**config.mk**
```make
export PLATFORM = sky130hd
export DESIGN_NAME = superfast_hash_stream
export DESIGN_NICKNAME = d
export VERILOG_FILES = /design/src/hw/rtl/shf_pkg.sv /design/src/hw/rtl/shf_front.sv /design/src/hw/rtl/shf_fifo.sv /design/src/hw/rtl/shf_back.sv /design/src/hw/rtl/superfast_hash_stream.sv
export SDC_FILE = /design/constraint.sdc
export NUM_CORES = 1
export LEC_CHECK = 0
export BUFFER_PORTS_ARGS = -buffer_cell sky130_fd_sc_hd__buf_2
export CORE_MARGIN = 2
export CORE_UTILIZATION = 45
export CTS_CLUSTER_DIAMETER = 30
export DETAILED_ROUTE_END_ITERATION = 6
export HOLD_SLACK_MARGIN = 0.06
export PLACE_DENSITY_LB_ADDON = 0.08
export SYNTH_ARGS = -nofsm -noshare
export SYNTH_HDL_FRONTEND = slang
export SYNTH_SLANG_ARGS = --single-unit
export TNS_END_PERCENT = 20
```
**constraint.sdc**
```tcl
create_clock -name clk -period 14.6 [get_ports clk]
set_input_delay 0.73 -clock clk [delete_from_list [all_inputs] [get_ports clk]]
set_output_delay 0.73 -clock clk [all_outputs]
set_load 0.005 [all_outputs]
```
**src/hw/rtl/shf_pkg.sv**
```systemverilog
// ----------------------------------------------------------------------------
// shf_pkg
// Types, constants and mixing functions shared by the hash stream modules.
// ----------------------------------------------------------------------------
`default_nettype none

package shf_pkg;

  localparam int unsigned HASH_W = 32;
  localparam int unsigned LEN_W  = 31;
  localparam int unsigned BC_W   = 3;

  localparam logic [LEN_W-1:0] LEN_MAX = {LEN_W{1'b1}};

  // valid byte counts in one beat
  localparam logic [BC_W-1:0] BC_NONE = 3'd0;
  localparam logic [BC_W-1:0] BC_ONE  = 3'd1;
  localparam logic [BC_W-1:0] BC_TWO  = 3'd2;
  localparam logic [BC_W-1:0] BC_THREE = 3'd3;
  localparam logic [BC_W-1:0] BC_FULL = 3'd4;

  typedef struct packed {
    logic [HASH_W-1:0] word;
    logic [BC_W-1:0]   byte_count;
    logic              first;
    logic              last;
    logic [LEN_W-1:0]  key_length;
  } in_item_t;

  typedef struct packed {
    logic [HASH_W-1:0] hash_value;
    logic              length_mismatch;
  } out_item_t;

  // one finished key waiting for its avalanche
  typedef struct packed {
    logic [HASH_W-1:0] hash;
    logic              zero_len;
    logic              mismatch;
  } fin_t;

  function automatic logic [HASH_W-1:0] sext8(input logic [7:0] b);
    sext8 = {{(HASH_W-8){b[7]}}, b};
  endfunction

  function automatic logic [HASH_W-1:0] mix_full(input logic [HASH_W-1:0] h_in,
                                                 input logic [HASH_W-1:0] w);
    logic [HASH_W-1:0] h;
    logic [HASH_W-1:0] t;
    h = h_in + {16'd0, w[15:0]};
    t = ({16'd0, w[31:16]} << 11) ^ h;
    h = (h << 16) ^ t;
    h = h + (h >> 11);
    mix_full = h;
  endfunction

  function automatic logic [HASH_W-1:0] mix_tail(input logic [HASH_W-1:0] h_in,
                                                 input logic [HASH_W-1:0] w,
                                                 input logic [BC_W-1:0]   n);
    logic [HASH_W-1:0] h;
    h = h_in;
    case (n)
      BC_THREE: begin
        h = h + {16'd0, w[15:0]};
        h = h ^ (h << 16);
        h = h ^ (sext8(w[23:16]) << 18);
        h = h + (h >> 11);
      end
      BC_TWO: begin
        h = h + {16'd0, w[15:0]};
        h = h ^ (h << 11);
        h = h + (h >> 17);
      end
      BC_ONE: begin
        h = h + sext8(w[7:0]);
        h = h ^ (h << 10);
        h = h + (h >> 1);
      end
      default: h = h_in;
    endcase
    mix_tail = h;
  endfunction

  // avalanche finish, first half
  function automatic logic [HASH_W-1:0] aval_a(input logic [HASH_W-1:0] h_in);
    logic [HASH_W-1:0] h;
    h = h_in ^ (h_in << 3);
    h = h + (h >> 5);
    h = h ^ (h << 4);
    aval_a = h;
  endfunction

  // avalanche finish, second half
  function automatic logic [HASH_W-1:0] aval_b(input logic [HASH_W-1:0] h_in);
    logic [HASH_W-1:0] h;
    h = h_in + (h_in >> 17);
    h = h ^ (h << 25);
    h = h + (h >> 6);
    aval_b = h;
  endfunction

endpackage

`default_nettype wire

```
**src/hw/rtl/shf_front.sv**
```systemverilog
// ----------------------------------------------------------------------------
// shf_front
// Accepts key beats, keeps the running hash and byte count, and queues one
// finished record per key.
// ----------------------------------------------------------------------------
`default_nettype none

module shf_front (
  input  wire logic             clk,
  input  wire logic             rst_n,
  input  wire logic             push,
  output logic                  full,
  input  wire shf_pkg::in_item_t in_item,
  output logic                  q_push,
  output shf_pkg::fin_t         q_data,
  input  wire logic             q_full
);

  logic [shf_pkg::HASH_W-1:0] hash_r, hash_nxt;
  logic [shf_pkg::LEN_W-1:0]  seen_r, seen_nxt;
  logic [shf_pkg::LEN_W-1:0]  stated_r, stated_nxt;

  logic                       accept;
  logic [shf_pkg::BC_W-1:0]   n;
  logic [shf_pkg::HASH_W-1:0] hash_base;
  logic [shf_pkg::LEN_W-1:0]  seen_base;
  logic [shf_pkg::LEN_W:0]    seen_sum;

  assign full   = q_full;
  assign accept = push && !q_full;

  always_comb begin
    // saturate counts above a full word
    n = (in_item.byte_count > shf_pkg::BC_FULL) ? shf_pkg::BC_FULL : in_item.byte_count;

    hash_base  = in_item.first ? {1'b0, in_item.key_length} : hash_r;
    seen_base  = in_item.first ? '0 : seen_r;
    stated_nxt = in_item.first ? in_item.key_length : stated_r;

    if (n == shf_pkg::BC_FULL) begin
      hash_nxt = shf_pkg::mix_full(hash_base, in_item.word);
    end else begin
      hash_nxt = shf_pkg::mix_tail(hash_base, in_item.word, n);
    end

    seen_sum = {1'b0, seen_base} + {{(shf_pkg::LEN_W+1-shf_pkg::BC_W){1'b0}}, n};
    seen_nxt = seen_sum[shf_pkg::LEN_W] ? shf_pkg::LEN_MAX : seen_sum[shf_pkg::LEN_W-1:0];
  end

  always_ff @(posedge clk) begin
    if (!rst_n) begin
      hash_r   <= '0;
      seen_r   <= '0;
      stated_r <= '0;
    end else if (accept) begin
      hash_r   <= hash_nxt;
      seen_r   <= seen_nxt;
      stated_r <= stated_nxt;
    end
  end

  assign q_push          = accept && in_item.last;
  assign q_data.hash     = hash_nxt;
  assign q_data.zero_len = (stated_nxt == '0);
  assign q_data.mismatch = (seen_nxt != stated_nxt);

  a_len_first : assert property (@(posedge clk) disable iff (!rst_n)
    accept && in_item.first |=> stated_r == $past(in_item.key_length))
    else $error("stated length not latched on first beat");

  a_seen_no_wrap : assert property (@(posedge clk) disable iff (!rst_n)
    accept && !in_item.first |=> seen_r >= $past(seen_r))
    else $error("byte count decreased within a key");

  a_hold_idle : assert property (@(posedge clk) disable iff (!rst_n)
    !accept |=> hash_r == $past(hash_r))
    else $error("running hash moved without an accepted beat");

endmodule

`default_nettype wire

```
**src/hw/rtl/shf_fifo.sv**
```systemverilog
// ----------------------------------------------------------------------------
// shf_fifo
// Short register queue of finished keys between the front and back parts.
// ----------------------------------------------------------------------------
`default_nettype none

module shf_fifo #(
  parameter int unsigned DEPTH = 4
) (
  input  wire logic          clk,
  input  wire logic          rst_n,
  input  wire logic          wr_en,
  input  wire shf_pkg::fin_t wr_data,
  output logic               q_full,
  input  wire logic          rd_en,
  output shf_pkg::fin_t      rd_data,
  output logic               q_empty
);

  localparam int unsigned PTR_W = $clog2(DEPTH);
  localparam int unsigned CNT_W = $clog2(DEPTH + 1);
  localparam logic [PTR_W-1:0] PTR_LAST = PTR_W'(DEPTH - 1);
  localparam logic [CNT_W-1:0] CNT_FULL = CNT_W'(DEPTH);

  shf_pkg::fin_t    mem_r [DEPTH];
  logic [PTR_W-1:0] wr_ptr_r, rd_ptr_r;
  logic [CNT_W-1:0] cnt_r;
  logic             do_wr, do_rd;

  assign q_full  = (cnt_r == CNT_FULL);
  assign q_empty = (cnt_r == '0);
  assign do_wr   = wr_en && !q_full;
  assign do_rd   = rd_en && !q_empty;
  assign rd_data = mem_r[rd_ptr_r];

  always_ff @(posedge clk) begin
    if (do_wr) begin
      mem_r[wr_ptr_r] <= wr_data;
    end
  end

  always_ff @(posedge clk) begin
    if (!rst_n) begin
      wr_ptr_r <= '0;
      rd_ptr_r <= '0;
      cnt_r    <= '0;
    end else begin
      if (do_wr) begin
        wr_ptr_r <= (wr_ptr_r == PTR_LAST) ? '0 : wr_ptr_r + 1'b1;
      end
      if (do_rd) begin
        rd_ptr_r <= (rd_ptr_r == PTR_LAST) ? '0 : rd_ptr_r + 1'b1;
      end
      if (do_wr && !do_rd) begin
        cnt_r <= cnt_r + 1'b1;
      end else if (do_rd && !do_wr) begin
        cnt_r <= cnt_r - 1'b1;
      end
    end
  end

  a_cnt_bound : assert property (@(posedge clk) disable iff (!rst_n)
    cnt_r <= CNT_FULL)
    else $error("queue count beyond depth");

  a_no_drop : assert property (@(posedge clk) disable iff (!rst_n)
    wr_en |-> !q_full)
    else $error("write to a full queue");

  a_ptr_gap : assert property (@(posedge clk) disable iff (!rst_n)
    q_empty |-> wr_ptr_r == rd_ptr_r)
    else $error("pointers disagree with empty queue");

endmodule

`default_nettype wire

```
**src/hw/rtl/shf_back.sv**
```systemverilog
// ----------------------------------------------------------------------------
// shf_back
// Runs the avalanche finish over two stages and holds the result for pop.
// ----------------------------------------------------------------------------
`default_nettype none

module shf_back (
  input  wire logic           clk,
  input  wire logic           rst_n,
  input  wire logic           q_empty,
  input  wire shf_pkg::fin_t  q_data,
  output logic                q_pop,
  output logic                empty,
  input  wire logic           pop,
  output shf_pkg::out_item_t  out_item
);

  logic                       v1_r;
  shf_pkg::fin_t              s1_r;
  logic                       v2_r;
  shf_pkg::out_item_t         s2_r;
  logic                       ld2, ld1;

  // advance stage two when it is free or being popped
  assign ld2   = !v2_r || pop;
  assign ld1   = !v1_r || ld2;
  assign q_pop = ld1 && !q_empty;

  always_ff @(posedge clk) begin
    if (!rst_n) begin
      v1_r <= 1'b0;
      v2_r <= 1'b0;
    end else begin
      if (ld1) begin
        v1_r <= !q_empty;
      end
      if (ld2) begin
        v2_r <= v1_r;
      end
    end
  end

  always_ff @(posedge clk) begin
    if (ld1 && !q_empty) begin
      s1_r.hash     <= shf_pkg::aval_a(q_data.hash);
      s1_r.zero_len <= q_data.zero_len;
      s1_r.mismatch <= q_data.mismatch;
    end
    if (ld2 && v1_r) begin
      s2_r.hash_value      <= s1_r.zero_len ? '0 : shf_pkg::aval_b(s1_r.hash);
      s2_r.length_mismatch <= s1_r.mismatch;
    end
  end

  assign empty    = !v2_r;
  assign out_item = s2_r;

  a_hold_stall : assert property (@(posedge clk) disable iff (!rst_n)
    v2_r && !pop |=> v2_r && $stable(s2_r))
    else $error("result changed while waiting for pop");

  a_s1_drain : assert property (@(posedge clk) disable iff (!rst_n)
    v1_r && ld2 |=> v2_r)
    else $error("stage one result lost");

  a_pop_gated : assert property (@(posedge clk) disable iff (!rst_n)
    q_pop |-> !q_empty && ld1)
    else $error("queue read without room");

endmodule

`default_nettype wire

```
**src/hw/rtl/superfast_hash_stream.sv**
```systemverilog
// ----------------------------------------------------------------------------
// superfast_hash_stream
// Streaming 32-bit SuperFastHash over little-endian key words.
// ----------------------------------------------------------------------------
//  channel  | valid / ready   | payload                        | beat
//  ---------+-----------------+--------------------------------+----------------
//  input    | push / full     | in_item  (shf_pkg::in_item_t)  | one key word
//  result   | !empty / pop    | out_item (shf_pkg::out_item_t) | one hash per key
//
//  One word per cycle while full is low: the running-hash update (add,
//  shift-xor, add) is combinational and registered in the front part.
//  A result passes from its last word through the queue, avalanche stage
//  one and avalanche stage two into the output register.
//  full rises only when FIFO_DEPTH finished keys sit in the queue behind
//  both occupied avalanche stages and a stalled pop.
//  Synchronous reset clears the running hash, byte count and all queues.
// ----------------------------------------------------------------------------
`default_nettype none

module superfast_hash_stream #(
  parameter int unsigned FIFO_DEPTH = 4
) (
  input  wire logic                clk,
  input  wire logic                rst_n,
  input  wire logic                push,
  output logic                     full,
  input  wire shf_pkg::in_item_t   in_item,
  output logic                     empty,
  input  wire logic                pop,
  output shf_pkg::out_item_t       out_item
);

  logic          q_push, q_full, q_pop, q_empty;
  shf_pkg::fin_t q_wdata, q_rdata;

  shf_front u_front (
    .clk     (clk),
    .rst_n   (rst_n),
    .push    (push),
    .full    (full),
    .in_item (in_item),
    .q_push  (q_push),
    .q_data  (q_wdata),
    .q_full  (q_full)
  );

  shf_fifo #(
    .DEPTH (FIFO_DEPTH)
  ) u_fifo (
    .clk     (clk),
    .rst_n   (rst_n),
    .wr_en   (q_push),
    .wr_data (q_wdata),
    .q_full  (q_full),
    .rd_en   (q_pop),
    .rd_data (q_rdata),
    .q_empty (q_empty)
  );

  shf_back u_back (
    .clk      (clk),
    .rst_n    (rst_n),
    .q_empty  (q_empty),
    .q_data   (q_rdata),
    .q_pop    (q_pop),
    .empty    (empty),
    .pop      (pop),
    .out_item (out_item)
  );

  a_last_queued : assert property (@(posedge clk) disable iff (!rst_n)
    push && !full && in_item.last |-> q_push)
    else $error("last beat did not queue a result");

  a_mid_silent : assert property (@(posedge clk) disable iff (!rst_n)
    q_push |-> push && in_item.last)
    else $error("result queued without a last beat");

  a_full_link : assert property (@(posedge clk) disable iff (!rst_n)
    full |-> !q_empty)
    else $error("full with an empty queue");

endmodule

`default_nettype wire

```
Word-level counts from Yosys, hierarchy flattened
Memories as Yosys holds them, arrays and structs flattened. A register that Yosys moved wholly into a read port is not among the register bits.
Index checks and enable logic that the tools add are counted.
{"block": "totals", "reg_bits": 170, "mem_bits_rw": 136, "input_bits": 72, "n_memories": 1}
{"memory": "u_fifo.mem_r", "depth": 4, "width": 34, "read_ports": 1, "rd_clocked_by_memory_dff": 1, "write_ports": 1, "line_no": "shf_fifo.sv:25", "rtl": "shf_pkg::fin_t mem_r [DEPTH];"}
{"block": "classes", "addsub": 14, "n_lt_le_gt_ge": 1, "n_eq_ne": 8, "muxes": 15, "bitwise_logic": 9, "reduce_logical": 19}
{"operator": "XOR 32 bit", "n": 8}
{"operator": "case mux 32 bit (3 select lines)", "n": 1}
{"operator": "2-to-1 mux 31 bit", "n": 3}
{"operator": "adder 32 x 15 -> 32 bit", "n": 2}
{"operator": "adder 32 x 21 -> 32 bit", "n": 2}
{"operator": "2-to-1 mux 32 bit", "n": 2}
{"operator": "adder 31 x 3 -> 32 bit", "n": 1}
{"operator": "adder 32 x 16 -> 32 bit", "n": 1}
{"operator": "adder 32 x 26 -> 32 bit", "n": 1}
{"operator": "adder 32 x 27 -> 32 bit", "n": 1}
{"operator": "adder 32 x 31 -> 32 bit", "n": 1}
{"operator": "adder 32 bit", "n": 1}
{"operator": "XOR 27 x 32 -> 32 bit", "n": 1}
{"operator": "zero test 31 bit", "n": 1}
{"operator": "inequality test 31 bit", "n": 1}
{"operator": "2-to-1 mux 3 bit", "n": 3}
{"operator": "logical AND 1 bit", "n": 8}
{"operator": "2-to-1 mux 2 bit", "n": 4}
{"operator": "equality test 3 x 2 -> 1 bit (second input constant)", "n": 2}
{"operator": "equality test 3 bit (second input constant)", "n": 2}
{"operator": "zero test 1 bit", "n": 6}
{"operator": "adder 2 x 1 -> 2 bit (second input constant)", "n": 2}
{"operator": "equality test 2 bit (second input constant)", "n": 2}
{"operator": "adder 3 x 1 -> 3 bit (second input constant)", "n": 1}
{"operator": "other kinds (7)", "n": 9}

Longest topological paths before layout
Gate-level depths: netlist of the first run.
{"block": "logic_depth", "depth_word": 9, "ltp_mapped": 32, "ltp_nobuf": 26}

By module
Synthesis of the first run repeated with hierarchy kept, for this count alone.
{"block": "hier_totals", "hier_cells": 2978, "hier_area_um2": 27153.5}
{"module": "shf_front", "n_inst": 1, "cells_each": 2014, "area_per_inst_um2": 14965.6, "seq_area_each_um2": 1881.8}
{"module": "shf_back", "n_inst": 1, "cells_each": 735, "area_per_inst_um2": 6752.7, "seq_area_each_um2": 2052.0}
{"module": "shf_fifo", "n_inst": 1, "cells_each": 229, "area_per_inst_um2": 5435.2, "seq_area_each_um2": 4264.1}

Least setup slack after synthesis of the first run
OpenSTA, ideal clock, no wires.
{"block": "synth_path", "path_kind": "input to register", "from": "input in_item[32] in the netlist's numbering", "to": "memory u_fifo.mem_r[0][30] in the netlist's numbering (data pin)", "setup_time_ns": 0.275, "t_arrival_ns": 7.485, "required_ns": 14.325, "path_slack_ns": 6.839, "path_stages": 30, "n_path_buf": 7, "cell_sequence": "buf_6 -> buf_4 -> buf_2 -> buf_1 -> buf_1 -> clkbuf_1 -> mux2_2 -> ha_1 -> and2_1 -> a221o_1 -> a21o_1 -> or3_1 -> buf_6 -> a21oi_1 -> nor2_1 -> xnor3_1 -> inv_1 -> ha_1 -> nand3_1 -> o31ai_1 -> a21oi_1 -> or4_1 -> a21o_1 -> nand3b_1 -> nor4b_2 -> nand3_1 -> o211a_1 -> xor2_1 -> nor2_1 -> o41a_1"}
{"item": "start: declaration", "line_no": "superfast_hash_stream.sv:27", "rtl": "input wire shf_pkg::in_item_t in_item,"}
{"item": "end: declaration", "line_no": "shf_fifo.sv:25"}

==> results.cfg, run 1 <==
[critical_path]
r2r_cells = 24
crit_fanout = 58
crit_type = in -> reg
start_kind = input port
crit_arrival_ps = 8770
end_kind = flop
crit_required_ps = 14910

[logic_synthesis]
ys_ff_latch = 308
yosysWarnings = 0
synth_most_common_cell = nor2_1
yosysTopAreaCellShare = 0.224
synth_top_area_cell = edfxtp_1
synth_area_leaders = edfxtp_1 22%, ha_1 9.5%, dfxtp_1 7.7%
synth_edf_count = 203
ys_async_sr_fraction = 0
postSynthAreaPerCell_sq_um = 9.11
ys.flop_type = edfxtp_1
syn_area_sq_mm = 0.0272
synthCells = 2982
seq_area_frac_synth = 0.302
yosysUniqueCellTypes = 121
netlist_top_cells_count = 258 x nor2_1, 244 x a21oi_1, 239 x nand2_1, 238 x xnor2_1, 206 x ha_1
syn-num-nets = 3270

[timing]
rsz0062_at_grt = no
period_needed_ps = 8450
hold_viol_final = 0
worst_slack_ps = 6150
post-route-period-util = 0.579
max-slew-margin-rel = 0.154
fmax_ghz = 0.118
worst-slew-pin-transition_ps = 1260
setup_viol = 0
slew_violations = 0
worst_clock_skew_ps = 55.9
fin_tns_setup_ps = 0

[routing]
via_per_inst = 6.11
wirelength_mm = 98.7
wire_per_inst_um = 25.1
vias = 24000
drtIter0Drc = 2011
drc_errors = 0
drt.antenna.violating_nets = 0
drt-pass1-iter-count = 5

[global_routing]
grt_antenna_before_repair = 4
grt_pass1_vias = 23600
grt_use_total = 0.310
grt_max_degree = 87
grt_pass1_wl_mm = 146
globalRoute.totalOverflow = 0

[placed_design]
dp_slack_ps = 5800
place_area_sq_mm = 0.0285
gp_congestion = 1.03
dp.final_hpwl_mm = 78.2
numPortBuffers = 106

[clock_tree]
cts_root_buf = clkbuf_16
post_cts_buffers = 0
cts_sinks = 308
htree_levels = 3
cts_buffer_depth = 3
cts_buffers = 75
clk_pin_slew_worst_paths_ps = 50
cts_resized = 0
tritoncts = built
cts_hold_buf = 0
clock_latency_ps = 620

[finish]
area_growth_pct = 14.5
drive_gt1_frac = 0.133
finish.utilization = 0.518
fin_area_sq_mm = 0.0311
nNetsFinal = 3380

[floorplan]
start_util = 0.453
num_io_pins = 107
die-height_um = 250
die_x_um = 250
num_rows = 90
core_sq_mm = 0.0600
die_area_sq_mm = 0.0623

[run_status]
status = finished, final reports clean

[job]
drv_cap = 0

[hold_path]
hold_path_depth = 0
hp-class = reg -> reg
logic make-up (layout without fill, tap and decap cells):
group / Yosys count / in the layout / share of synthesized area
simple gates: 929 / 929 / 0.170
fa+ha+maj: 216 / 216 / 0.102
flops: 308 / 308 / 0.302
buf+inv: 201 / 372 / 0.0291
xor+xnor: 421 / 421 / 0.144
mux: 100 / 100 / 0.0562
compound gates: 807 / 807 / 0.197
other cells: 0 / 1 / 0
worst paths after layout:
path	from	endpoint	slack (ps)
hold reg to reg	u_back.s1_r[0]$_DFFE_PP_	u_back.out_item[0]$_DFFE_PP_	420
setup / recovery	in_item[32]	u_fifo.mem_r[0][32]$_DFFE_PP_	6150
setup reg to reg	u_front.hash_r[15]$_SDFFE_PN0P_	u_fifo.mem_r[0][32]$_DFFE_PP_	7090
hold / removal	u_back.s1_r[0]$_DFFE_PP_	u_back.out_item[0]$_DFFE_PP_	420
state kept, by name, indices dropped and copies added (netlist names), named ones only:
| register | cells |
|---|---|
| u_fifo.mem_r | 136 |
| u_back.v1_r | 1 |
| u_fifo.rd_ptr_r | 2 |
| u_fifo.wr_ptr_r | 2 |
| u_front.seen_r | 31 |
| u_front.stated_r | 31 |
| u_back.v2_r | 1 |
| u_back.out_item | 33 |
| u_front.hash_r | 32 |
| u_fifo.cnt_r | 3 |
| u_back.s1_r | 34 |
final cells by class:
type	count	area [sq um]
Antenna cell	1	2.50
Multi-Input combinational cell	2473	18200
Inverter	102	383
Tap cell	782	978
Fill cell	5489	28900
Timing Repair Buffer	132	728
Sequential cell	308	8200
Clock buffer	94	2080
Clock inverter	44	517
metal layers:
layer  global-route usage  share of wire  up-vias
met5                    0        0.00026        -
met4                0.154          0.054        4
met3               0.0500          0.065      246
met2                0.526           0.47      895
met1                0.382           0.41    11700
li1                     -              -    11200
cells in the final DEF, fill, tap and decap left out, types with 15 or more instances in the layout:
master     count
buf_4         27
o21a_1        36
edfxtp_1     203
mux4_2        38
o22ai_1       15
nand4_1       20
and2_1        21
a31oi_1       24
o211ai_1      18
a21o_1        80
nand2b_1      46
o21bai_1      24
xnor2_1      238
dfxtp_1      104
nor4_1        22
inv_1         94
and3_1        30
a21oi_1      243
or3_1         22
a211oi_1      39
mux2i_1       36
buf_2        105
clkbuf_16     75
mux2_2        23
nand3_1       79
nor2_1       258
xor2_1       165
nor3_1        79
ha_1         206
nor2b_1       35
nand2_1      239
o21ai_0      157
worst max-delay path, stage by stage:
cell	delay, ps
buf_4	510
buf_4	700
mux2_2	440
ha_1	370
nand2_1	90
o21ai_1	160
or3_1	420
o21ai_1	400
nor2_1	140
xnor2_1	200
xnor2_1	510
xor2_1	540
ha_1	270
a21oi_1	100
o211a_1	160
o31ai_1	290
a21oi_1	170
or4_1	460
a21o_1	200
nand3b_1	130
nor4b_2	490
o21ai_1	200
mux2i_1	170
a2111oi_2	420
a21oi_1	150
o2bb2ai_1	250
metrics by stage:
step	instances	hold WS (ps)
floorplan	2982	400
global placement	3797	413
detailed placement	3797	416
CTS	3935	398
global route	3935	408
finish	3936	421
Power of run 1 is left out: the tool's default activity adds up to more than one toggle a clock period on the data nets, which glitch-free logic cannot reach.
==> run 2, diff against run 1 <==
- clock period: 14.6 -> 6.9 ns (I/O delays scaled with it)
==> run 2 against run 1 <==
  * Wire length up 3.0%
  * Non-clock buffer count up 161
  * Core utilization up 1.8 points
  * Design area up 3.5%
  * Critical path type is now reg -> reg
  * Sequential share of layout area down 0.88 points
  * Register-to-register slack worse by 6800 ps
  * Critical path depth up 2
  * Final cell count up 3.8%
  * Clock skew down 31 ps
  * Global-route usage up 0.93 points
  * Worst hold slack worse by 330 ps
==> results.cfg, run 2 (synthesis results as in run 1) <==
[run_status]
status = finished, final reports clean

[clock_tree]
cts_buffers = 68
clock_latency_ps = 590
cts_sinks = 308
cts_root_buf = clkbuf_16
clk_pin_slew_worst_paths_ps = 50
htree_levels = 3
cts_buffer_depth = 3
tritoncts = built

[finish]
fill_cells = 5536
layout.cells.non_filler = 4084
layout_commonest_cell = nor2_1
regMostFlops = u_fifo.mem_r
final_cell_mix = 258 x nor2_1, 242 x a21oi_1, 239 x nand2_1
drive_gt1_frac = 0.169
nNetsFinal = 3534
area_growth_pct = 18.4
largest_reg_flops = 136

[routing]
wirelength_mm = 102
via_per_inst = 6.03
dr_wl_met2_mm = 48.0
wl_met1_mm = 41.9
wire_per_inst_um = 24.9
drt.antenna.violating_nets = 0
vias = 24600
drc_errors = 0
drtIter0Drc = 1868
drt-pass1-iter-count = 5
highest_layer = met4
wl_met3_mm = 6.07

[global_routing]
grt_antenna_before_repair = 0
grt_max_degree = 87
grt_pass1_wl_mm = 149
grt_use_total = 0.319
globalRoute.totalOverflow = 0
grt_pass1_vias = 23900

[timing]
worst_clock_skew_ps = 25.3
max-slew-margin-rel = 0.225
post-route-period-util = 0.960
slew_violations = 0
hold_viol_final = 0
worst-slew-pin-transition_ps = 1150
rsz0062_at_grt = no
period_needed_ps = 6630
finalHoldWorstSlack_ps = 87.5
setup_viol = 0
fmax_ghz = 0.151

[hold_path]
hold_path_depth = 3
hold_end = u_front.stated_r[9]$_SDFFE_PN0P_
hp-class = in -> reg
hp-start = in_item[9]

[critical_path]
critPathMaxStageDelay_ps = 550
r2r_end = u_front.hash_r[16]$_SDFFE_PN0P_
critPathTopFamily = compound AO/OA/AOI/OAI gates
crit_required_ps = 7420
crit_type = reg -> reg
reg2reg_slack_ps = 270
regToRegStartpoint = u_front.hash_r[0]$_SDFFE_PN0P_
r2r_cells = 28
cpMostUsedCell = a21oi_1
worst-path-buf-inv = 3
crit_fanout = 8
crit_slowest_cell = mux4_2
start_kind = flop
end_kind = flop
crit_arrival_ps = 7150

[placed_design]
numPortBuffers = 106
dp.cells = 3947
dp.final_hpwl_mm = 81.9
gp_congestion = 1.02

[floorplan]
start_util = 0.453
die_x_um = 250
num_rows = 90
num_io_pins = 107
core_sq_mm = 0.0600
die-height_um = 250
die_area_sq_mm = 0.0623

[job]
drv_cap = 0
==> run 2: cell count changes in the layout (fill, tap and decap cells not counted), sizes merged <==
cell	change
clkbuf	-8
bufinv	+3
buf	+151
clkinvlp	-5
dlygate4sd3	+10
clkinv	-3
==> run 2: what timing repair did <==
| item | CTS | global route |
|---|---|---|
| buffers inserted | 0 | 1 |
| resized for setup | 0 | 5 |
| hold buffers | 10 | 0 |
| endpoints found under the hold margin | 10 | 0 |
| endpoints found under the setup margin | 0 | 46 |
==> run 2: final cells by class <==
cell class                      count  area (sq um)  share of cell area
Multi-Input combinational cell   2473         18200               0.567
Sequential cell                   308          8200               0.255
Timing Repair Buffer              293          1960              0.0610
Clock buffer                       86          1890              0.0589
Tap cell                          782           978              0.0304
Clock inverter                     39           513              0.0159
Inverter                          102           383              0.0119
Antenna cell                        1          2.50           0.0000778
==> run 2: metrics by stage <==
stage	TNS, ps	util	setup slack, ps	area [sq um]
2_1_floorplan	0	-	2.53	27200
3_3_place_gp	0	0.494	48.1	29600
3_5_place_dp	-299	0.494	-71.2	29600
4_1_cts	0	0.535	155	32100
5_1_grt	0	0.536	4.24	32200
6_report	0	0.536	274	32200
==> run 2: per-layer routing <==
metal | track usage | up-vias
met1 | 0.403 | 11900
li1 | - | 11500
met4 | 0.165 | 0
met5 | 0 | -
met3 | 0.0410 | 258
met2 | 0.536 | 935
==> run 2: worst register-to-register path, delay by kind of cell, from the launching register on <==
family	cells	cell delay, ps
AO/OA/AOI/OAI	12	2330
XOR/XNOR	4	1090
adder cells (fa/ha/maj)	3	960
buffers and inverters	3	430
flip-flops	1	410
multiplexers	2	760
AND/OR/NAND/NOR	4	610
==> run 2: worst max-delay path by stage <==
stage / startpoint / endpoint / slack [ps] / cells past startpoint
2_1_floorplan: in_item[32] / u_fifo.mem_r[0][30]$_DFFE_PP_ / 3 / 30
3_3_place_gp: in_item[32] / u_front.hash_r[16]$_SDFFE_PN0P_ / 50 / 27
3_5_place_dp: in_item[32] / u_fifo.mem_r[1][33]$_DFFE_PP_ / -70 / 26
4_1_cts: u_front.hash_r[0]$_SDFFE_PN0P_ / u_fifo.mem_r[1][33]$_DFFE_PP_ / 160 / 25
5_1_grt: in_item[10] / u_fifo.mem_r[1][33]$_DFFE_PP_ / 4 / 25
6_report: u_front.hash_r[0]$_SDFFE_PN0P_ / u_front.hash_r[16]$_SDFFE_PN0P_ / 270 / 28
Power of run 2 is left out for the same reason.
